<file path="src/hw/rtl/wpvd_pkg.sv">
// wpvd_pkg: shared types and constants of the windowed peak and valley detector
// used by wpvd_store and windowed_peak_valley_detector, depends on nothing
`default_nettype none

package wpvd_pkg;

  // width of index and window arithmetic (index plus half window, up to 126)
  localparam int unsigned POS_W = 7;

  // smallest trace that is searched
  localparam int unsigned MIN_TRACE = 3;

  // configuration port
  localparam int unsigned CFG_IDX_W  = 8;
  localparam int unsigned CFG_DATA_W = 16;
  localparam logic [CFG_IDX_W-1:0] CFG_PROMINENCE = 8'd0;
  localparam logic [CFG_IDX_W-1:0] CFG_MIN_DIST   = 8'd1;

  localparam int unsigned PROM_W = 16;
  localparam int unsigned DIST_W = 6;
  localparam int unsigned IDX_OUT_W = 6;
  localparam int unsigned X_W = 32;

  typedef enum logic [1:0] {
    KIND_NONE   = 2'd0,
    KIND_PEAK   = 2'd1,
    KIND_VALLEY = 2'd2
  } kind_e;

  typedef enum logic [1:0] {
    ST_OK    = 2'd0,
    ST_SHORT = 2'd1,
    ST_DROP  = 2'd2
  } status_e;

  typedef enum logic [6:0] {
    S_LOAD = 7'b0000001,
    S_LIM  = 7'b0000010,
    S_CTR  = 7'b0000100,
    S_CLD  = 7'b0001000,
    S_SCAN = 7'b0010000,
    S_DEC  = 7'b0100000,
    S_FIN  = 7'b1000000
  } state_e;

  // control of the sample store
  typedef struct packed {
    logic             wr_en;
    logic [POS_W-1:0] wr_addr;
    logic [POS_W-1:0] rd_addr;
  } store_ctl_t;

endpackage

`default_nettype wire

</file>
<file path="src/hw/rtl/windowed_peak_valley_detector.sv">
// windowed_peak_valley_detector: loads a trace of (x, y) samples, then emits kept peaks and valleys
// depends on wpvd_pkg and wpvd_store
// loading: one sample transfer per cycle while no search runs
// search: starts in the cycle after the tlast transfer; each index runs S_CTR, S_CLD, S_SCAN and S_DEC,
//   the scan reading the clipped 2W+1 window through the single store read port
// a result waits in a one-deep hold register until the next kept point or the end of the scan
// reset (rst_ni low, asynchronous): control cleared, prominence 0, min_distance 1, stores not cleared
`default_nettype none

module windowed_peak_valley_detector #(
  parameter int unsigned MAX_SAMPLES = 64,
  parameter int unsigned SAMPLE_BITS = 16
) (
  input  wire                               clk_i,
  input  wire                               rst_ni,
  // configuration write channel
  input  wire                               cfg_valid_i,
  output logic                              cfg_ready_o,
  input  wire  [wpvd_pkg::CFG_IDX_W-1:0]    cfg_index_i,
  input  wire  [wpvd_pkg::CFG_DATA_W-1:0]   cfg_data_i,
  // sample input stream
  input  wire                               s_axis_tvalid,
  output logic                              s_axis_tready,
  // tdata from bit 0: x_value (32), y_sample (SAMPLE_BITS), zero fill
  input  wire  [((32+SAMPLE_BITS+7)/8)*8-1:0] s_axis_tdata,
  input  wire                               s_axis_tlast,   // last_sample
  // result output stream
  output logic                              m_axis_tvalid,
  input  wire                               m_axis_tready,
  // tdata from bit 0: sample_index (6), point_x (32), point_y (SAMPLE_BITS), zero fill
  output logic [((38+SAMPLE_BITS+7)/8)*8-1:0] m_axis_tdata,
  // tuser from bit 0: point_kind (2), status (2)
  output logic [3:0]                        m_axis_tuser,
  output logic                              m_axis_tlast    // last_of_run
);

  localparam int unsigned POS_W = wpvd_pkg::POS_W;
  localparam int unsigned SB    = SAMPLE_BITS;
  localparam int unsigned XW    = wpvd_pkg::X_W;
  localparam int unsigned CNT_W = $clog2(MAX_SAMPLES + 1);
  localparam int unsigned LIM_W = wpvd_pkg::PROM_W + SB + 1;
  localparam int unsigned OUT_W = ((38 + SAMPLE_BITS + 7) / 8) * 8;
  localparam logic [CNT_W-1:0] CNT_MAX = CNT_W'(MAX_SAMPLES);
  localparam logic [CNT_W-1:0] CNT_MIN = CNT_W'(wpvd_pkg::MIN_TRACE);

  // ---------------------------------------------------------------- registers
  wpvd_pkg::state_e state_q, state_d;
  logic [CNT_W-1:0] count_q, count_d;
  logic             ovf_q, ovf_d;
  logic             short_q, short_d;
  logic [POS_W-1:0] i_q, i_d;
  logic [POS_W-1:0] j_q, j_d;
  logic [POS_W-1:0] hi_q, hi_d;
  logic             pk_q, pk_d, vl_q, vl_d;
  logic             pk_seen_q, pk_seen_d, vl_seen_q, vl_seen_d;
  logic             held_vld_q, held_vld_d;
  logic             out_vld_q, out_vld_d;
  logic [wpvd_pkg::PROM_W-1:0] prom_q, prom_d;
  logic [wpvd_pkg::DIST_W-1:0] mind_q, mind_d;

  // payload, no reset
  logic signed [SB-1:0] min_q, min_d, max_q, max_d;
  logic [LIM_W-1:0]     lim_q, lim_d;
  logic signed [SB-1:0] cy_q, cy_d, wmin_q, wmin_d, wmax_q, wmax_d;
  logic [XW-1:0]        cx_q, cx_d;
  logic [POS_W-1:0]     pk_pos_q, pk_pos_d, vl_pos_q, vl_pos_d;
  wpvd_pkg::kind_e      held_kind_q, held_kind_d;
  logic [POS_W-1:0]     held_idx_q, held_idx_d;
  logic [XW-1:0]        held_x_q, held_x_d;
  logic [SB-1:0]        held_y_q, held_y_d;
  wpvd_pkg::kind_e      out_kind_q, out_kind_d;
  wpvd_pkg::status_e    out_st_q, out_st_d;
  logic [POS_W-1:0]     out_idx_q, out_idx_d;
  logic [XW-1:0]        out_x_q, out_x_d;
  logic [SB-1:0]        out_y_q, out_y_d;
  logic                 out_last_q, out_last_d;

  // ---------------------------------------------------------------- store
  wpvd_pkg::store_ctl_t store_ctl;
  logic [XW-1:0]        rd_x;
  logic [SB-1:0]        rd_y_raw;
  logic signed [SB-1:0] rd_y;
  logic [XW-1:0]        in_x;
  logic signed [SB-1:0] in_y;

  assign in_x = s_axis_tdata[XW-1:0];
  assign in_y = s_axis_tdata[XW +: SB];
  assign rd_y = rd_y_raw;

  wpvd_store #(
    .DEPTH (MAX_SAMPLES),
    .YW    (SB)
  ) u_store (
    .clk_i  (clk_i),
    .ctl_i  (store_ctl),
    .wr_x_i (in_x),
    .wr_y_i (in_y),
    .rd_x_o (rd_x),
    .rd_y_o (rd_y_raw)
  );

  // ---------------------------------------------------------------- datapath helpers
  logic                       s_xfer, cfg_xfer, out_free;
  logic [wpvd_pkg::DIST_W-1:0] w_eff;
  logic [POS_W-1:0]           w_pos, n_pos, i_plus_w, lo;
  logic [SB:0]                range_w, d_pk, d_vl;
  logic                       pk_go, vl_go, keep, stall;
  wpvd_pkg::status_e          st_cur;

  assign s_axis_tready = (state_q == wpvd_pkg::S_LOAD);
  assign cfg_ready_o   = 1'b1;
  assign s_xfer        = s_axis_tvalid && s_axis_tready;
  assign cfg_xfer      = cfg_valid_i && cfg_ready_o;
  assign out_free      = !out_vld_q || m_axis_tready;

  // min_distance 0 behaves as 1
  assign w_eff    = (mind_q == '0) ? wpvd_pkg::DIST_W'(1) : mind_q;
  assign w_pos    = POS_W'(w_eff);
  assign n_pos    = POS_W'(count_q);
  assign i_plus_w = i_q + w_pos;
  assign lo       = (i_q >= w_pos) ? (i_q - w_pos) : '0;

  // differences are never negative, so they fit SB+1 unsigned bits
  assign range_w = {max_q[SB-1], max_q} - {min_q[SB-1], min_q};
  assign d_pk    = {cy_q[SB-1], cy_q} - {wmin_q[SB-1], wmin_q};
  assign d_vl    = {wmax_q[SB-1], wmax_q} - {cy_q[SB-1], cy_q};

  // spacing test: no earlier kept point stands for one far enough back
  assign pk_go = pk_q && (!pk_seen_q || ((i_q - pk_pos_q) >= w_pos));
  assign vl_go = vl_q && (!vl_seen_q || ((i_q - vl_pos_q) >= w_pos));

  // the valley test runs only when the peak test did not apply
  always_comb begin
    if (pk_go) begin
      keep = ({d_pk, 16'b0} >= lim_q);
    end else if (vl_go) begin
      keep = ({d_vl, 16'b0} >= lim_q);
    end else begin
      keep = 1'b0;
    end
  end

  // a new kept point pushes the held one out, which needs a free output slot
  assign stall = keep && held_vld_q && !out_free;

  assign st_cur = short_q ? wpvd_pkg::ST_SHORT : (ovf_q ? wpvd_pkg::ST_DROP : wpvd_pkg::ST_OK);

  // ---------------------------------------------------------------- sequencer
  always_comb begin
    state_d     = state_q;
    count_d     = count_q;
    ovf_d       = ovf_q;
    short_d     = short_q;
    i_d         = i_q;
    j_d         = j_q;
    hi_d        = hi_q;
    pk_d        = pk_q;
    vl_d        = vl_q;
    pk_seen_d   = pk_seen_q;
    vl_seen_d   = vl_seen_q;
    held_vld_d  = held_vld_q;
    out_vld_d   = out_vld_q && !m_axis_tready;
    prom_d      = prom_q;
    mind_d      = mind_q;
    min_d       = min_q;
    max_d       = max_q;
    lim_d       = lim_q;
    cy_d        = cy_q;
    cx_d        = cx_q;
    wmin_d      = wmin_q;
    wmax_d      = wmax_q;
    pk_pos_d    = pk_pos_q;
    vl_pos_d    = vl_pos_q;
    held_kind_d = held_kind_q;
    held_idx_d  = held_idx_q;
    held_x_d    = held_x_q;
    held_y_d    = held_y_q;
    out_kind_d  = out_kind_q;
    out_st_d    = out_st_q;
    out_idx_d   = out_idx_q;
    out_x_d     = out_x_q;
    out_y_d     = out_y_q;
    out_last_d  = out_last_q;

    store_ctl.wr_en   = 1'b0;
    store_ctl.wr_addr = POS_W'(count_q);
    store_ctl.rd_addr = i_q;

    // register writes are for the user to make only while idle; the block itself does not enforce it
    if (cfg_xfer) begin
      case (cfg_index_i)
        wpvd_pkg::CFG_PROMINENCE: prom_d = cfg_data_i;
        wpvd_pkg::CFG_MIN_DIST:   mind_d = cfg_data_i[wpvd_pkg::DIST_W-1:0];
        default: ;
      endcase
    end

    case (state_q)
      wpvd_pkg::S_LOAD: begin
        if (s_xfer) begin
          if (count_q < CNT_MAX) begin
            store_ctl.wr_en = 1'b1;
            count_d = count_q + CNT_W'(1);
            if (count_q == '0) begin
              min_d = in_y;
              max_d = in_y;
            end else begin
              if (in_y < min_q) min_d = in_y;
              if (in_y > max_q) max_d = in_y;
            end
          end else begin
            // past capacity: dropped, flagged
            ovf_d = 1'b1;
          end
          if (s_axis_tlast) begin
            i_d        = '0;
            pk_seen_d  = 1'b0;
            vl_seen_d  = 1'b0;
            held_vld_d = 1'b0;
            if (count_d < CNT_MIN) begin
              short_d = 1'b1;
              state_d = wpvd_pkg::S_FIN;
            end else begin
              state_d = wpvd_pkg::S_LIM;
            end
          end
        end
      end

      wpvd_pkg::S_LIM: begin
        // absolute threshold in Q.16 units
        lim_d   = LIM_W'(prom_q) * LIM_W'(range_w);
        state_d = wpvd_pkg::S_CTR;
      end

      wpvd_pkg::S_CTR: begin
        // fetch the center sample, fix the upper window edge
        store_ctl.rd_addr = i_q;
        hi_d    = (i_plus_w > (n_pos - POS_W'(1))) ? (n_pos - POS_W'(1)) : i_plus_w;
        state_d = wpvd_pkg::S_CLD;
      end

      wpvd_pkg::S_CLD: begin
        cy_d   = rd_y;
        cx_d   = rd_x;
        wmin_d = rd_y;
        wmax_d = rd_y;
        pk_d   = 1'b1;
        vl_d   = 1'b1;
        store_ctl.rd_addr = lo;
        j_d     = lo + POS_W'(1);
        state_d = wpvd_pkg::S_SCAN;
      end

      wpvd_pkg::S_SCAN: begin
        // rd_y holds the neighbor at address j_q - 1
        if (rd_y > cy_q)   pk_d   = 1'b0;
        if (rd_y < cy_q)   vl_d   = 1'b0;
        if (rd_y < wmin_q) wmin_d = rd_y;
        if (rd_y > wmax_q) wmax_d = rd_y;
        if (j_q <= hi_q) begin
          store_ctl.rd_addr = j_q;
          j_d = j_q + POS_W'(1);
        end else begin
          state_d = wpvd_pkg::S_DEC;
        end
      end

      wpvd_pkg::S_DEC: begin
        if (!stall) begin
          if (keep) begin
            if (held_vld_q) begin
              out_vld_d  = 1'b1;
              out_kind_d = held_kind_q;
              out_idx_d  = held_idx_q;
              out_x_d    = held_x_q;
              out_y_d    = held_y_q;
              out_st_d   = st_cur;
              out_last_d = 1'b0;
            end
            held_vld_d = 1'b1;
            held_idx_d = i_q;
            held_x_d   = cx_q;
            held_y_d   = cy_q;
            if (pk_go) begin
              held_kind_d = wpvd_pkg::KIND_PEAK;
              pk_seen_d   = 1'b1;
              pk_pos_d    = i_q;
            end else begin
              held_kind_d = wpvd_pkg::KIND_VALLEY;
              vl_seen_d   = 1'b1;
              vl_pos_d    = i_q;
            end
          end
          if ((i_q + POS_W'(1)) < n_pos) begin
            i_d     = i_q + POS_W'(1);
            state_d = wpvd_pkg::S_CTR;
          end else begin
            state_d = wpvd_pkg::S_FIN;
          end
        end
      end

      wpvd_pkg::S_FIN: begin
        // closing transfer: the held point, or an empty result
        if (out_free) begin
          out_vld_d  = 1'b1;
          out_st_d   = st_cur;
          out_last_d = 1'b1;
          if (held_vld_q) begin
            out_kind_d = held_kind_q;
            out_idx_d  = held_idx_q;
            out_x_d    = held_x_q;
            out_y_d    = held_y_q;
          end else begin
            out_kind_d = wpvd_pkg::KIND_NONE;
            out_idx_d  = '0;
            out_x_d    = '0;
            out_y_d    = '0;
          end
          held_vld_d = 1'b0;
          count_d    = '0;
          ovf_d      = 1'b0;
          short_d    = 1'b0;
          state_d    = wpvd_pkg::S_LOAD;
        end
      end

      default: begin
        state_d = wpvd_pkg::S_LOAD;
      end
    endcase
  end

  // control state
  always_ff @(posedge clk_i or negedge rst_ni) begin
    if (!rst_ni) begin
      state_q    <= wpvd_pkg::S_LOAD;
      count_q    <= '0;
      ovf_q      <= 1'b0;
      short_q    <= 1'b0;
      i_q        <= '0;
      j_q        <= '0;
      hi_q       <= '0;
      pk_q       <= 1'b0;
      vl_q       <= 1'b0;
      pk_seen_q  <= 1'b0;
      vl_seen_q  <= 1'b0;
      held_vld_q <= 1'b0;
      out_vld_q  <= 1'b0;
      prom_q     <= '0;
      mind_q     <= wpvd_pkg::DIST_W'(1);
    end else begin
      state_q    <= state_d;
      count_q    <= count_d;
      ovf_q      <= ovf_d;
      short_q    <= short_d;
      i_q        <= i_d;
      j_q        <= j_d;
      hi_q       <= hi_d;
      pk_q       <= pk_d;
      vl_q       <= vl_d;
      pk_seen_q  <= pk_seen_d;
      vl_seen_q  <= vl_seen_d;
      held_vld_q <= held_vld_d;
      out_vld_q  <= out_vld_d;
      prom_q     <= prom_d;
      mind_q     <= mind_d;
    end
  end

  // payload
  always_ff @(posedge clk_i) begin
    min_q       <= min_d;
    max_q       <= max_d;
    lim_q       <= lim_d;
    cy_q        <= cy_d;
    cx_q        <= cx_d;
    wmin_q      <= wmin_d;
    wmax_q      <= wmax_d;
    pk_pos_q    <= pk_pos_d;
    vl_pos_q    <= vl_pos_d;
    held_kind_q <= held_kind_d;
    held_idx_q  <= held_idx_d;
    held_x_q    <= held_x_d;
    held_y_q    <= held_y_d;
    out_kind_q  <= out_kind_d;
    out_st_q    <= out_st_d;
    out_idx_q   <= out_idx_d;
    out_x_q     <= out_x_d;
    out_y_q     <= out_y_d;
    out_last_q  <= out_last_d;
  end

  // ---------------------------------------------------------------- outputs
  assign m_axis_tvalid = out_vld_q;
  assign m_axis_tdata  = OUT_W'({out_y_q, out_x_q, out_idx_q[wpvd_pkg::IDX_OUT_W-1:0]});
  assign m_axis_tuser  = {out_st_q, out_kind_q};
  assign m_axis_tlast  = out_last_q;

  // ---------------------------------------------------------------- assertions
  // the scan never reads past the window edge
  a_scan_bound: assert property (@(posedge clk_i) disable iff (!rst_ni)
    (state_q == wpvd_pkg::S_SCAN) |-> (j_q <= (hi_q + POS_W'(1))))
    else $error("window scan ran past its upper edge");

  // drops only happen with a full store
  a_ovf_full: assert property (@(posedge clk_i) disable iff (!rst_ni)
    ovf_q |-> (count_q == CNT_MAX))
    else $error("overflow flagged with room left in the store");

  // a decided index lies inside the loaded trace
  a_dec_index: assert property (@(posedge clk_i) disable iff (!rst_ni)
    (state_q == wpvd_pkg::S_DEC) |-> (n_pos > i_q))
    else $error("decision on an index beyond the trace");

  // the end of a run always leaves the hold register empty and returns to loading
  a_fin_done: assert property (@(posedge clk_i) disable iff (!rst_ni)
    ((state_q == wpvd_pkg::S_FIN) && out_free) |=>
      ((state_q == wpvd_pkg::S_LOAD) && !held_vld_q && out_vld_q && out_last_q))
    else $error("run did not close with a final transfer");

endmodule

`default_nettype wire

</file>
<file path="src/hw/rtl/wpvd_store.sv">
// wpvd_store: x and y sample memories, one write and one registered read port
// depends on wpvd_pkg
`default_nettype none

module wpvd_store #(
  parameter int unsigned DEPTH = 64,
  parameter int unsigned YW    = 16
) (
  input  wire                       clk_i,
  input  wpvd_pkg::store_ctl_t      ctl_i,
  input  wire  [wpvd_pkg::X_W-1:0]  wr_x_i,
  input  wire  [YW-1:0]             wr_y_i,
  output logic [wpvd_pkg::X_W-1:0]  rd_x_o,
  output logic [YW-1:0]             rd_y_o
);

  localparam int unsigned AW = (DEPTH > 1) ? $clog2(DEPTH) : 1;

  logic [wpvd_pkg::X_W-1:0] x_mem [DEPTH];
  logic [YW-1:0]            y_mem [DEPTH];

  always_ff @(posedge clk_i) begin
    if (ctl_i.wr_en) begin
      x_mem[ctl_i.wr_addr[AW-1:0]] <= wr_x_i;
      y_mem[ctl_i.wr_addr[AW-1:0]] <= wr_y_i;
    end
  end

  always_ff @(posedge clk_i) begin
    rd_x_o <= x_mem[ctl_i.rd_addr[AW-1:0]];
    rd_y_o <= y_mem[ctl_i.rd_addr[AW-1:0]];
  end

endmodule

`default_nettype wire

</file>
<file path="config.mk">
export PLATFORM = sky130hd
export DESIGN_NAME = windowed_peak_valley_detector
export DESIGN_NICKNAME = d
export VERILOG_FILES = /design/src/hw/rtl/wpvd_pkg.sv /design/src/hw/rtl/windowed_peak_valley_detector.sv /design/src/hw/rtl/wpvd_store.sv
export SDC_FILE = /design/constraint.sdc
export NUM_CORES = 2
export LEC_CHECK = 0
export BUFFER_PORTS_ARGS = -buffer_cell sky130_fd_sc_hd__buf_2
export CORE_MARGIN = 8
export CORE_UTILIZATION = 70
export CTS_BUF_LIST = sky130_fd_sc_hd__clkbuf_2 sky130_fd_sc_hd__clkbuf_4 sky130_fd_sc_hd__clkbuf_8
export DETAILED_ROUTE_END_ITERATION = 7
export PLACE_DENSITY = 0.87
export RECOVER_POWER = 50
export SLEW_MARGIN = 20
export SYNTH_ARGS = -nofsm -noshare
export SYNTH_HDL_FRONTEND = slang
export SYNTH_HIERARCHICAL = 1
export SYNTH_SLANG_ARGS = --single-unit
</file>
<file path="constraint.sdc">
create_clock -name clk_i -period 17.63 [get_ports clk_i]
set_input_delay 1.763 -clock clk_i [delete_from_list [all_inputs] [get_ports clk_i]]
set_output_delay 1.763 -clock clk_i [all_outputs]
set_load 0.005 [all_outputs]
</file>
**After elaboration in Yosys (flattened, before gate mapping)**

Memories as Yosys holds them, arrays and structs flattened. A register that Yosys moved wholly into a read port is not among the register bits.
Index checks and enable logic that the tools add are counted.

- Register bits after elaboration: 339
- Bits in writable memories: 3,072
- Bits of input ports: 78
- Output and inout bits: 64
- Logic and storage cells: 245
- Memories: 2

Memories:

| memory | words | width | rd ports | clocked after Yosys merged registers in | wr ports | line | text |
|---|---|---|---|---|---|---|---|
| u_store.x_mem | 64 | 32 | 1 | 1 | 1 | wpvd_store.sv:19 | `logic [wpvd_pkg::X_W-1:0] x_mem [DEPTH];` |
| u_store.y_mem | 64 | 16 | 1 | 1 | 1 | wpvd_store.sv:20 | `logic [YW-1:0] y_mem [DEPTH];` |

- Add/subtract/negate cells: 12
- $mul: 1
- $lt $le $gt $ge: 16
- Equal/unequal tests: 25
- Muxes and demuxes: 108
- Bitwise gates (word level): 2
- Reduce and logical (&&, ||, !) cells: 45

Operators with widths:

| cell | number |
|---|---|
| 16-bit two-way mux | 11 |
| 32-bit two-way mux | 5 |
| 7-bit two-way mux | 19 |
| 16-bit one-hot mux with 2 select lines | 3 |
| 33-bit >= comparator | 2 |
| 32-bit one-hot mux with 2 select lines | 1 |
| 16-bit by 16-bit subtractor with 17-bit output | 3 |
| 7-bit one-hot mux with 7 select lines | 1 |
| 16-bit > comparator | 3 |
| 16-bit < comparator | 3 |
| 6-bit two-way mux | 7 |
| 7-bit one-hot mux with 2 select lines | 3 |
| 16-bit by 17-bit multiplier with 33-bit output | 1 |
| 1-bit two-way mux | 33 |
| 7-bit by 1-bit adder with 7-bit output, second input constant | 4 |
| 2-bit inequality test, second input constant | 14 |
| 2-bit two-way mux | 12 |
| 6-bit one-hot mux with 2 select lines | 2 |
| 7-bit by 6-bit >= comparator with 1-bit output | 3 |
| 4-bit AND reduction | 5 |
| 5-bit AND reduction | 4 |
| 6-bit AND reduction | 3 |
| 1-bit one-hot mux with 2 select lines | 8 |
| 2-bit AND reduction | 7 |
| 30 further kinds | 52 |

**Logic depth before layout (Yosys ltp)**

- Depth in word-level cells: 11
- Depth in mapped cells: 35
- Depth with buffers taken out: 34

**Cells and area by module**

The synthesis kept the hierarchy.

By module, submodules not included:

| module | instances | cells each | area an instance (sq um) | seq. area each (sq um) |
|---|---|---|---|---|
| wpvd_store | 1 | 4,999 | 117,361.3 | 93,209.4 |
| windowed_peak_valley_detector | 1 | 2,638 | 27,817.9 | 9,857.0 |

**Worst setup path after synthesis**

No wires, ideal clock.

- Path type: reg-to-reg
- Start point: reg wmax_q[0]
- End point: reg held_idx_q[0] (enable)
- Data arrival time: 7.718 ns
- Path slack: 9.373 ns
- Stages on the path, launching flop included: 23
- Path buffers: 0
- Cell sequence: edfxtp_1 -> inv_1 -> ha_1 -> inv_1 -> fa_1 -> a21o_1 -> a21oi_1 -> nor2b_1 -> o21a_1 -> a21bo_2 -> a41oi_1 -> a211oi_1 -> a2111oi_0 -> nor3_1 -> ha_1 -> nand3_1 -> nor2_1 -> nand2_1 -> o21ai_0 -> a211oi_1 -> nor3b_1 -> a21oi_1 -> nor3_1

- Cells in the longest elaborated chain, start to end: 8

Ends and longest elaborated chain:

| item | line | text |
|---|---|---|
| start, declared | windowed_peak_valley_detector.sv:64 | `logic signed [SB-1:0] cy_q, cy_d, wmin_q, wmin_d, wmax_q, wmax_d;` |
| start signal, assigned | windowed_peak_valley_detector.sv:380 | `wmax_q <= wmax_d;` |
| 16-bit by 16-bit subtractor with 17-bit output * | windowed_peak_valley_detector.sv:126 | `assign d_vl = {wmax_q[SB-1], wmax_q} - {cy_q[SB-1], cy_q};` |
| 33-bit >= comparator * | windowed_peak_valley_detector.sv:137 | `keep = ({d_vl, 16'b0} >= lim_q);` |
| 1-bit two-way mux * | windowed_peak_valley_detector.sv:136 | `end else if (vl_go) begin` |
| 1-bit two-way mux * | windowed_peak_valley_detector.sv:134 | `if (pk_go) begin` |
| 1-bit logical AND (2 in a row) | windowed_peak_valley_detector.sv:144 | `assign stall = keep && held_vld_q && !out_free;` |
| 1-bit inverter (no source line) | n/a |  |
| 3-bit AND reduction (no source line) * | n/a |  |
| end signal, assigned | windowed_peak_valley_detector.sv:384 | `held_idx_q <= held_idx_d;` |
| end, declared | windowed_peak_valley_detector.sv:68 | `logic [POS_W-1:0] held_idx_q, held_idx_d;` |

Mark *: on every way between the ends. The rest lies on a longest branch, timed or not.
A chain may end at the register's enable or synchronous reset.

**Worst setup path after layout**

- Start point: reg max_q[0]
- End point: reg lim_q[32], data pin

- Cells in the longest elaborated chain, start to end: 2

Ends and longest elaborated chain:

| item | line | text |
|---|---|---|
| start, declared | windowed_peak_valley_detector.sv:62 | `logic signed [SB-1:0] min_q, min_d, max_q, max_d;` |
| start signal, assigned | windowed_peak_valley_detector.sv:375 | `max_q <= max_d;` |
| 16-bit by 16-bit subtractor with 17-bit output | windowed_peak_valley_detector.sv:124 | `assign range_w = {max_q[SB-1], max_q} - {min_q[SB-1], min_q};` |
| 16-bit by 17-bit multiplier with 33-bit output | windowed_peak_valley_detector.sv:232 | `lim_d = LIM_W'(prom_q) * LIM_W'(range_w);` |
| end signal, assigned | windowed_peak_valley_detector.sv:376 | `lim_q <= lim_d;` |
| end, declared | windowed_peak_valley_detector.sv:63 | `logic [LIM_W-1:0] lim_q, lim_d;` |

Every way passes these cells.

==> run metrics <==
outcome=complete, but fails checks; failing checks=design-rule violations, max-capacitance violations, max-slew violations; root buffer cell=clkbuf_8; grt ovf=0; overall global routing resource usage=0.3792; Tmin final=9542 ps; clk slew on worst S/H paths=70 ps; clock latency on the worst-skew pair=1190 ps; setup TNS=0 ps; fin crit share=0.5412; die height=471.4 um; max_slew headroom=-1.774; detailed-route via count=86.73k; Clock Sinks=3459; IO Pins=142; post-detail-place hpwl=234.5 mm; nets@finish=8754; 1st-iter DRT viols=16.34k; Initial Util=0.7024; Core ar.=206700 um2; Worst Clk Skew=95.33 ps; number of global-route vias before repair=85.75k; Peak VDD IR=0.0001086 V; initial antenna violation count=20; worst hold path type=register to register; CTS buffer count=543; CTS resizes=0; Design Power=17530 uW; final hold slack=401.8 ps; pre-CTS WS=8315 ps; CP max stage delay=900 ps; Die W=471.4 um; Worst Max-Slew Pin Slew=4161 ps; CP arrival=10390 ps; first-pass GRT wire length=601.1 mm; Worst Path Required=18480 ps; DRT Wirelength=447.0 mm; area delta synth->final=10.09%; GP Congestion=0.9194; placed cell areas=149400 um2; Syn Inst Count=7633; CP Capture Type=register; pin count of the biggest net entering global routing=131; critical path peak fanout=16; power per cell area=109.7 nW/um2; Post-CTS Setup Bufs=0; Worst path slowest cell=o31ai_4; leakage power=0.05299 uW; Peak Freq=0.1048 GHz; worst setup margin=8088 ps; CP dominant cell by count=fa_1; drt wl/cell=39.67 um; Remaining DRCs=3; Initial DRT Pass Iterations=8; Die ar.=222200 um2; Row Count=167; number of routed nets with antenna violations=0; Clock Tree Buf Depth=4; Yosys Warn Count=6; Post-CTS Hold Fix Bufs=0; crit start category=register; CTS tree=built; synthesized area=145200 um2; CTS H-tree depth=6; Synth Area per Inst=19.02 um2; Port Buffers=138; final setup fails=0; ratio of cells with drive above 1 in the final layout=0.2368; Hold Vio Cnt, Final=0; Crit Path Category=register to register; Max-cap violations=54; Slew Viols, Final=3380; unrepaired setup endpoints after global routing=false; Final Instance Area=159800 um2; vias per cell=7.697
[routing by layer]
layer  track usage  part of all wire  wire (um)  vias up
met1        0.4689              0.29     130400    42130
met4        0.2463             0.094      42020       32
met2        0.5800              0.45     200700    10240
met3        0.1274              0.16      73640     2799
li1              -                 -          -    31530
met5      0.001946           0.00062        275        -
[metrics by stage]
stage | util | std cells
after floorplan | - | 7634
after global placement | 0.7227 | 10280
after detailed placement | 0.7230 | 10290
after CTS | 0.7728 | 11240
after global routing | 0.7731 | 11250
final | 0.7733 | 11270
[state kept, by name, summed over array words and instances (netlist names), 16 cells and up]
| signal | count |
|---|---|
| u_store/x_mem | 2048 |
| u_store/y_mem | 1024 |
| lim_q | 33 |
| cx_q | 32 |
| held_x_q | 32 |
| out_x_q | 32 |
| u_store/rd_x_o | 32 |
| cy_q | 16 |
| held_y_q | 16 |
| max_q | 16 |
| min_q | 16 |
| out_y_q | 16 |
| prom_q | 16 |
| u_store/rd_y_o | 16 |
| wmax_q | 16 |
| wmin_q | 16 |
[cell type report]
type / count / area (um2)
flip-flops and latches: 3459 / 103100
fillers: 9558 / 46850
multi-input cells: 3388 / 39300
clock buffers: 731 / 9072
well taps: 2704 / 3383
repair buffers: 316 / 2101
inverters: 426 / 1599
clock inverters: 219 / 1216
diodes: 25 / 62.56
[layout by cell type (no fill, tap or decap), types with 125 or more instances in the layout]
master    instances
clkbuf_8        573
mux2i_1         134
clkbuf_4        158
ha_1            327
buf_4           139
nor2b_1         125
a21oi_1         164
mux4_2          732
nand2_1         231
inv_1           426
o22ai_1         171
fa_1            215
edfxtp_1       3346
[worst paths after layout]
kind,slack [ps],cells past startpoint,startpoint,to
max in group asynchronous,13210,2,rst_ni,count_q[1]
worst max register to register,8090,31,max_q[0],lim_q[32]
worst min-delay path,400,0,u_store/rd_x_o[10],cx_q[10]
worst max-delay path,8090,31,max_q[0],lim_q[32]
worst min register to register,400,0,u_store/rd_x_o[10],cx_q[10]
min in group asynchronous,2110,2,rst_ni,prom_q[15]
[where the power goes]
group / total, uW / leakage (uW) / internal, uW / switching, uW
logic: 1530 / 0.0163 / 549 / 976
clock network: 6750 / 0.00539 / 3450 / 3300
registers: 9250 / 0.0313 / 9160 / 95.9
[critical path, delay by kind of cell, from the launching register on]
kind | cells | cell delay (ps)
adders and majority gates | 9 | 3890
AOI/OAI and AO/OA | 15 | 4060
DFF | 1 | 430
muxes | 1 | 420
and+or+nand+nor | 2 | 210
buffers and inverters | 4 | 230
Note: power is estimated with default switching activity, not from simulation.
